### config.mk
export PLATFORM = sky130hd
export DESIGN_NAME = double_ended_queue
export DESIGN_NICKNAME = d
export VERILOG_FILES = /design/src/rtl/deq_pkg.sv /design/src/rtl/double_ended_queue.sv /design/src/rtl/deq_ram.sv /design/src/rtl/deq_ctrl.sv
export SDC_FILE = /design/constraint.sdc
export NUM_CORES = 1
export LEC_CHECK = 0
export BUFFER_PORTS_ARGS = -buffer_cell sky130_fd_sc_hd__buf_2
export CAP_MARGIN = 30
export CORE_ASPECT_RATIO = 1.4
export CORE_UTILIZATION = 30
export CTS_BUF_LIST = sky130_fd_sc_hd__clkbuf_16
export CTS_CLUSTER_SIZE = 25
export DETAILED_ROUTE_END_ITERATION = 8
export SKIP_LAST_GASP = 1
export SLEW_MARGIN = 30
export SYNTH_ARGS = -nofsm -noshare
export SYNTH_HDL_FRONTEND = slang
export SYNTH_SLANG_ARGS = --single-unit
export TNS_END_PERCENT = 10
### constraint.sdc
create_clock -name clk -period 8.5 [get_ports clk]
set_clock_uncertainty 0.2 [all_clocks]
set_input_delay 0.425 -clock clk [delete_from_list [all_inputs] [get_ports clk]]
set_output_delay 0.425 -clock clk [all_outputs]
set_load 0.01 [all_outputs]
### src/rtl/deq_pkg.sv
`timescale 1ns / 1ps
`default_nettype none
// Shared types and codes for the double-ended queue.
// No dependencies; imported by deq_ctrl and double_ended_queue.
package deq_pkg;

  // Operation requested by one input item
  typedef enum logic [1:0] {
    KIND_PUSH_FRONT = 2'd0,
    KIND_PUSH_BACK  = 2'd1,
    KIND_POP_FRONT  = 2'd2,
    KIND_POP_BACK   = 2'd3
  } kind_t;

  // Result status reported with each item
  typedef enum logic [1:0] {
    STATUS_OK        = 2'd0,
    STATUS_UNDERFLOW = 2'd1,
    STATUS_OVERFLOW  = 2'd2
  } status_t;

  localparam int unsigned VALUE_W = 32;
  localparam int unsigned OCC_W   = 5;

  // Control bundle from pointer logic to the datapath
  typedef struct packed {
    logic    we;      // write the entry at addr
    logic    re;      // read the entry at addr
    logic    pop_ok;  // successful pop, data comes from memory
    status_t status;
  } deq_ctl_t;

endpackage
`default_nettype wire

### src/rtl/double_ended_queue.sv
`timescale 1ns / 1ps
`default_nettype none
// Channel  Dir  Handshake            Payload
// in_      in   in_tvalid/in_tready   tuser: kind, tdata: value
// out_     out  out_tvalid/out_tready tuser: status, tdata: popped_value, occupancy
//
// One item per cycle sustained while out_tready is high; out_tvalid rises once
// the item has passed the memory read stage and then the output register.
// Pointer update and the memory access happen at the accept edge, so an item
// may read an entry written by the item just before it.
// Synchronous active-low reset empties the queue; stored values are not cleared.
// A stalled output holds the result register and the read stage, then input.
// Top level of the double-ended queue. Depends on deq_pkg, deq_ram, deq_ctrl.
module double_ended_queue #(
  parameter int unsigned DEPTH = 16
) (
  input  wire logic        clk,
  input  wire logic        rst_n,
  input  wire logic        in_tvalid,
  output      logic        in_tready,
  input  wire logic [31:0] in_tdata,   // [31:0] value
  input  wire logic [1:0]  in_tuser,   // [1:0] kind
  output      logic        out_tvalid,
  input  wire logic        out_tready,
  output      logic [39:0] out_tdata,  // [31:0] popped_value, [36:32] occupancy
  output      logic [1:0]  out_tuser   // [1:0] status
);
  import deq_pkg::*;

  localparam int unsigned AW = $clog2(DEPTH);
  localparam int unsigned CW = $clog2(DEPTH + 1);

  logic               in_acc, adv;
  deq_ctl_t           ctl;
  logic [AW-1:0]      mem_addr;
  logic [CW-1:0]      count_after;
  logic [VALUE_W-1:0] rd_data;

  // Read stage
  logic          s1_valid_r, s1_valid_nxt;
  logic          s1_pop_r, s1_pop_nxt;
  status_t       s1_status_r, s1_status_nxt;
  logic [OCC_W-1:0] s1_occ_r, s1_occ_nxt;

  // Output register
  logic               out_valid_r, out_valid_nxt;
  logic [VALUE_W-1:0] out_data_r, out_data_nxt;
  status_t            out_status_r, out_status_nxt;
  logic [OCC_W-1:0]   out_occ_r, out_occ_nxt;

  assign adv       = !out_valid_r || out_tready;
  assign in_tready = !s1_valid_r || adv;
  assign in_acc    = in_tvalid && in_tready;

  deq_ctrl #(.DEPTH(DEPTH)) u_ctrl (
    .clk         (clk),
    .rst_n       (rst_n),
    .accept      (in_acc),
    .kind        (kind_t'(in_tuser)),
    .ctl         (ctl),
    .addr        (mem_addr),
    .count_after (count_after)
  );

  deq_ram #(.WIDTH(VALUE_W), .DEPTH(DEPTH)) u_ram (
    .clk   (clk),
    .we    (in_acc && ctl.we),
    .waddr (mem_addr),
    .wdata (in_tdata),
    .re    (in_acc && ctl.re),
    .raddr (mem_addr),
    .rdata (rd_data)
  );

  // Read stage next values
  always_comb begin
    s1_valid_nxt  = in_acc ? 1'b1 : (adv ? 1'b0 : s1_valid_r);
    s1_pop_nxt    = in_acc ? ctl.pop_ok : s1_pop_r;
    s1_status_nxt = in_acc ? ctl.status : s1_status_r;
    s1_occ_nxt    = in_acc ? OCC_W'(count_after) : s1_occ_r;
  end

  // Output register next values; failed pops and pushes return zero
  always_comb begin
    out_valid_nxt  = adv ? s1_valid_r : out_valid_r;
    out_data_nxt   = out_data_r;
    out_status_nxt = out_status_r;
    out_occ_nxt    = out_occ_r;
    if (adv && s1_valid_r) begin
      out_data_nxt   = s1_pop_r ? rd_data : '0;
      out_status_nxt = s1_status_r;
      out_occ_nxt    = s1_occ_r;
    end
  end

  always_ff @(posedge clk) begin
    if (!rst_n) begin
      s1_valid_r  <= 1'b0;
      out_valid_r <= 1'b0;
    end else begin
      s1_valid_r  <= s1_valid_nxt;
      out_valid_r <= out_valid_nxt;
    end
  end

  always_ff @(posedge clk) begin
    s1_pop_r     <= s1_pop_nxt;
    s1_status_r  <= s1_status_nxt;
    s1_occ_r     <= s1_occ_nxt;
    out_data_r   <= out_data_nxt;
    out_status_r <= out_status_nxt;
    out_occ_r    <= out_occ_nxt;
  end

  assign out_tvalid = out_valid_r;
  assign out_tdata  = {3'b000, out_occ_r, out_data_r};
  assign out_tuser  = out_status_r;

`ifndef SYNTHESIS
  // Overflow only happens with a full queue
  a_ovf_full: assert property (@(posedge clk) disable iff (!rst_n)
    out_valid_r && out_status_r == STATUS_OVERFLOW |-> out_occ_r == OCC_W'(DEPTH))
    else $error("overflow reported while queue not full");

  // Underflow only on an empty queue and returns zero
  a_udf_empty: assert property (@(posedge clk) disable iff (!rst_n)
    out_valid_r && out_status_r == STATUS_UNDERFLOW |-> out_occ_r == '0 && out_data_r == '0)
    else $error("underflow result not empty or not zero");

  // A blocked read stage keeps its item and its memory data
  a_s1_hold: assert property (@(posedge clk) disable iff (!rst_n)
    s1_valid_r && !adv |=> s1_valid_r && $stable(rd_data))
    else $error("read stage lost item or data while stalled");
`endif

endmodule
`default_nettype wire

### src/rtl/deq_ram.sv
`timescale 1ns / 1ps
`default_nettype none
// Generic single-write, single-read synchronous RAM with registered read.
// No dependencies.
module deq_ram #(
  parameter int unsigned WIDTH = 32,
  parameter int unsigned DEPTH = 16
) (
  input  wire logic                     clk,
  input  wire logic                     we,
  input  wire logic [$clog2(DEPTH)-1:0] waddr,
  input  wire logic [WIDTH-1:0]         wdata,
  input  wire logic                     re,
  input  wire logic [$clog2(DEPTH)-1:0] raddr,
  output      logic [WIDTH-1:0]         rdata
);

  logic [WIDTH-1:0] mem_r [DEPTH];
  logic [WIDTH-1:0] rdata_r;

  // Write port
  always_ff @(posedge clk) begin
    if (we) begin
      mem_r[waddr] <= wdata;
    end
  end

  // Registered read, holds while re is low
  always_ff @(posedge clk) begin
    if (re) begin
      rdata_r <= mem_r[raddr];
    end
  end

  assign rdata = rdata_r;

endmodule
`default_nettype wire

### src/rtl/deq_ctrl.sv
`timescale 1ns / 1ps
`default_nettype none
// Head pointer and entry count of the ring buffer; picks the memory
// address and access for each item. Depends on deq_pkg.
module deq_ctrl #(
  parameter int unsigned DEPTH = 16
) (
  input  wire logic                       clk,
  input  wire logic                       rst_n,
  input  wire logic                       accept,
  input  wire deq_pkg::kind_t             kind,
  output      deq_pkg::deq_ctl_t          ctl,
  output      logic [$clog2(DEPTH)-1:0]   addr,
  output      logic [$clog2(DEPTH+1)-1:0] count_after
);
  import deq_pkg::*;

  localparam int unsigned AW = $clog2(DEPTH);
  localparam int unsigned CW = $clog2(DEPTH + 1);
  localparam int unsigned SW = CW + 1;

  logic [AW-1:0] head_r, head_nxt;
  logic [CW-1:0] count_r, count_nxt;
  logic          full, empty;
  logic [AW-1:0] head_dec, head_inc, back_addr;
  logic [CW-1:0] back_off;
  logic [SW-1:0] back_sum, back_pos;

  assign full  = (count_r == CW'(DEPTH));
  assign empty = (count_r == '0);

  // Ring arithmetic around the head
  assign head_dec  = (head_r == '0) ? AW'(DEPTH - 1) : head_r - 1'b1;
  assign head_inc  = (head_r == AW'(DEPTH - 1)) ? '0 : head_r + 1'b1;
  assign back_off  = (kind == KIND_POP_BACK) ? count_r - 1'b1 : count_r;
  assign back_sum  = SW'(head_r) + SW'(back_off);
  assign back_pos  = (back_sum >= SW'(DEPTH)) ? back_sum - SW'(DEPTH) : back_sum;
  assign back_addr = back_pos[AW-1:0];

  // Decode operation
  always_comb begin
    ctl       = '{we: 1'b0, re: 1'b0, pop_ok: 1'b0, status: STATUS_OK};
    addr      = head_r;
    head_nxt  = head_r;
    count_nxt = count_r;
    case (kind)
      KIND_PUSH_FRONT: begin
        if (full) begin
          ctl.status = STATUS_OVERFLOW;
        end else begin
          ctl.we    = 1'b1;
          addr      = head_dec;
          head_nxt  = head_dec;
          count_nxt = count_r + 1'b1;
        end
      end
      KIND_PUSH_BACK: begin
        if (full) begin
          ctl.status = STATUS_OVERFLOW;
        end else begin
          ctl.we    = 1'b1;
          addr      = back_addr;
          count_nxt = count_r + 1'b1;
        end
      end
      KIND_POP_FRONT: begin
        if (empty) begin
          ctl.status = STATUS_UNDERFLOW;
        end else begin
          ctl.re     = 1'b1;
          ctl.pop_ok = 1'b1;
          addr       = head_r;
          head_nxt   = head_inc;
          count_nxt  = count_r - 1'b1;
        end
      end
      KIND_POP_BACK: begin
        if (empty) begin
          ctl.status = STATUS_UNDERFLOW;
        end else begin
          ctl.re     = 1'b1;
          ctl.pop_ok = 1'b1;
          addr       = back_addr;
          count_nxt  = count_r - 1'b1;
        end
      end
      default: begin
        ctl.status = STATUS_OK;
      end
    endcase
  end

  assign count_after = count_nxt;

  // Pointer state
  always_ff @(posedge clk) begin
    if (!rst_n) begin
      head_r  <= '0;
      count_r <= '0;
    end else if (accept) begin
      head_r  <= head_nxt;
      count_r <= count_nxt;
    end
  end

endmodule
`default_nettype wire
==> results.md <==
* Status: complete, no violations
* Clk pin slew, worst setup/hold paths at 70 ps
* Number of flops mapped to enable cells by yosys at 591
* Clk_lat worst skew at 600 ps
* Initial Util at 30.45%
* Max_slew headroom at 35.52%
* Async SR Flop Fraction at 0%
* Final Slew Violations at 0
* CTS Root Cell: clkbuf_16
* Fmax at 172.0 MHz
* Post-Layout Cell Count at around 2,700
* Avg WL per Cell at 23.68 um
* Fill count at about 7,600
* WHS Path Cells at 1
* Area contributors post-synth: edfxtp_1 (72%), a2111oi_0 (8.2%), and3_1 (5.0%)
* Critical path arrival at 5970 ps
* Global-route wire length before repair at 93,630 um
* Worst r2r path cells at 11
* Measured slew at the worst slew-check pin at around 970 ps
* DRT antenna net count at 0
* Die Width at 244.0 um
* Critical Path End Type: flip-flop
* Pre-CTS WS at 2647 ps
* Die Ht at 340.9 um
* TritonCTS buffer count at 54
* TNS Setup at 0 ps
* Final period util at 68.41%
* Dominant cell type by area after synthesis: edfxtp_1
* Synth Warn # at 0
* Post-CTS sizing at 0
* Post-Syn Area at around 25,000 um2
* Crit start category: flip-flop
* Synthesis-stage register bit count at 602
* PnR worst setup slack at ~2700 ps
* Critical Path RT at 8660 ps
* Post-synth top cells: edfxtp_1 (591), a2111oi_0 (229), and3_1 (196)
* Synthesized area per cell at 16.38 um2
* Fin crit period at 5815 ps
* DP HPWL at approximately 32,000 um
* Peak VDD IR at 138.8 uV
* Hold Vio Cnt, Final at 0
* Synth unique cells at 59
* Hold slack at 10.14 ps
* Setup Viol. Count Final at 0
* Synthesis-to-layout area growth at 15.33%
* CTS Sinks at 602
* Kind of critical path: reg2reg
* Hold_buf cts at 29
* Total gr overflow at 0
* Area taken by multi-input logic gates at 6108 um2
* Die area at 83,190 um2
* Synth Instances at 1,502
* Maximum level of the CTS H-tree at 2
* Unrepaired setup endpoints after global routing: false
* Reg area at roughly 18,000 um2
* Count leader, synth: edfxtp_1
* Maxcap violations at 0
* Max clock buf depth at 3
* GRT Overall Usage at 14.89%
* Detailed Route Iter0 Violations at roughly 1,300
* Detailed-route vias per instance at 5.345
* Placeable Area at 80,800 um2
* Share of layout cells above drive strength 1 at 18.50%
* P per Cell Area at between 200 and 300 nW/um2
* Drt pass-1 iters at 5
* TritonCTS clock tree: done
* Pin count of the biggest net entering global routing at 118
* Total number of vias at about 14,000
* Main flop type after synthesis: edfxtp_1
* Leak Pwr at 9.306 nW
* Hold Crit Class: in2reg
* IO Pins at 82
* Initial antenna violation count at 5
* Synth top area share at 72.12%
* Total wire length at 63,370 um
* # port buffers at 78
* Net count, final at 1,618
* Sequential-to-total area share from yosys stat at 73.02%
* Vias in the first global route at 14,330
* Post-CTS Setup Inserts at 0
* Rows at 123
* Residual DRC at 0
* Worst-path maximum fanout at approximately 120
* Placed cells at 2,548
* Gpl congestion at 0.7519
[layout make-up]
class	instances	area share, %
antenna	3	0.02646
clock buffer	57	5.026
clock inverter	39	1.486
inverter	12	0.1587
multi-input combinational	745	21.53
sequential	602	63.32
tap	1062	4.683
timing repair buffer	156	3.779
[worst max-delay path, stage by stage (launching register included)]
cell	delay [ps]
dfxtp_1	420
inv_1	170
ha_1	250
nor4bb_2	770
a2111oi_0	250
a311oi_4	250
buf_4	700
nand2_8	590
buf_4	680
a2111oi_0	620
a2111oi_0	120
mux2_2	320
[sequential cells by signal, indices dropped and copies added, names as in the netlist, 2 cells and up]
signal	cells
u_ctrl.head_r	4
out_tuser	2
out_data_r	32
s1_status_r	2
s1_occ_r	5
u_ram.rdata	32
u_ram.mem_r	512
out_occ_r	5
u_ctrl.count_r	5
[metal layers]
| layer | wire length [um] | global-route usage (%) | share of wire (%) |
|---|---|---|---|
| met1 | 25930 | 18.43 | 41 |
| met2 | 32000 | 26.00 | 50 |
| met3 | 3429 | 2.328 | 5.4 |
| met4 | 1968 | 5.638 | 3.1 |
| met5 | 45 | 0 | 0.071 |
[cell families after synthesis]
kind of cell               Yosys count  share of synthesized area [%]
muxes                               99                          4.195
AOI/OAI and AO/OA                  306                          11.28
buffers and inverters              157                          2.883
DFF                                602                          73.02
and+or+nand+nor                    319                          7.744
adders and majority gates            9                         0.4882
xor gates and xnor gates             9                         0.3763
other                                1                        0.01524
[where the power goes]
group	leakage, nW	switching, W	internal [W]
combinational	2.92	0.000983	0.000485
sequential	5.45	0.0000419	0.00343
clock	0.934	0.00108	0.00148
[per-stage QoR]
stage	instance area, um2	power [W]	util (%)
finish	28380	0.007494	35.12
global route	28370	0.007752	35.12
CTS	28360	0.007534	35.10
detailed placement	26220	0.004980	32.45
global placement	26210	0.004954	32.44
floorplan	24610	0.004517	-
[placed cells by master (no fill, tap or decap), types with 3 or more instances in the layout]
cell type	instances
a2111oi_0	229
a2111oi_2	28
a21boi_0	4
a21oi_1	12
and2_1	36
and3_1	196
buf_2	78
buf_4	45
buf_6	3
bufinv_16	9
clkbuf_16	57
clkinv_1	9
clkinv_2	11
conb_1	3
dfxtp_1	11
diode_2	3
dlygate4sd3_1	29
edfxtp_1	591
ha_1	8
inv_1	18
mux2_2	33
mux2i_1	66
nand2_1	29
nand3_1	8
nor2_1	9
nor2b_1	4
nor3_1	5
nor3_2	8
nor3b_2	8
o211ai_1	4
o21a_1	3
o21ai_0	7
xnor2_1	7
[worst paths after layout]
| kind | slack (ps) | from | endpoint |
|---|---|---|---|
| setup / recovery | 2690 | u_ctrl.count_r[0]$_SDFFE_PN0P_ | u_ram.rdata[21]$_DFFE_PP_ |
| hold / removal | 10 | in_tdata[25] | u_ram.mem_r[6][25]$_DFFE_PP_ |
| setup reg to reg | 2690 | u_ctrl.count_r[0]$_SDFFE_PN0P_ | u_ram.rdata[21]$_DFFE_PP_ |
| hold reg to reg | 220 | s1_status_r[1]$_SDFFCE_PN0P_ | out_tuser[1]$_DFFE_PP_ |
(Power assumes the default switching activity.)
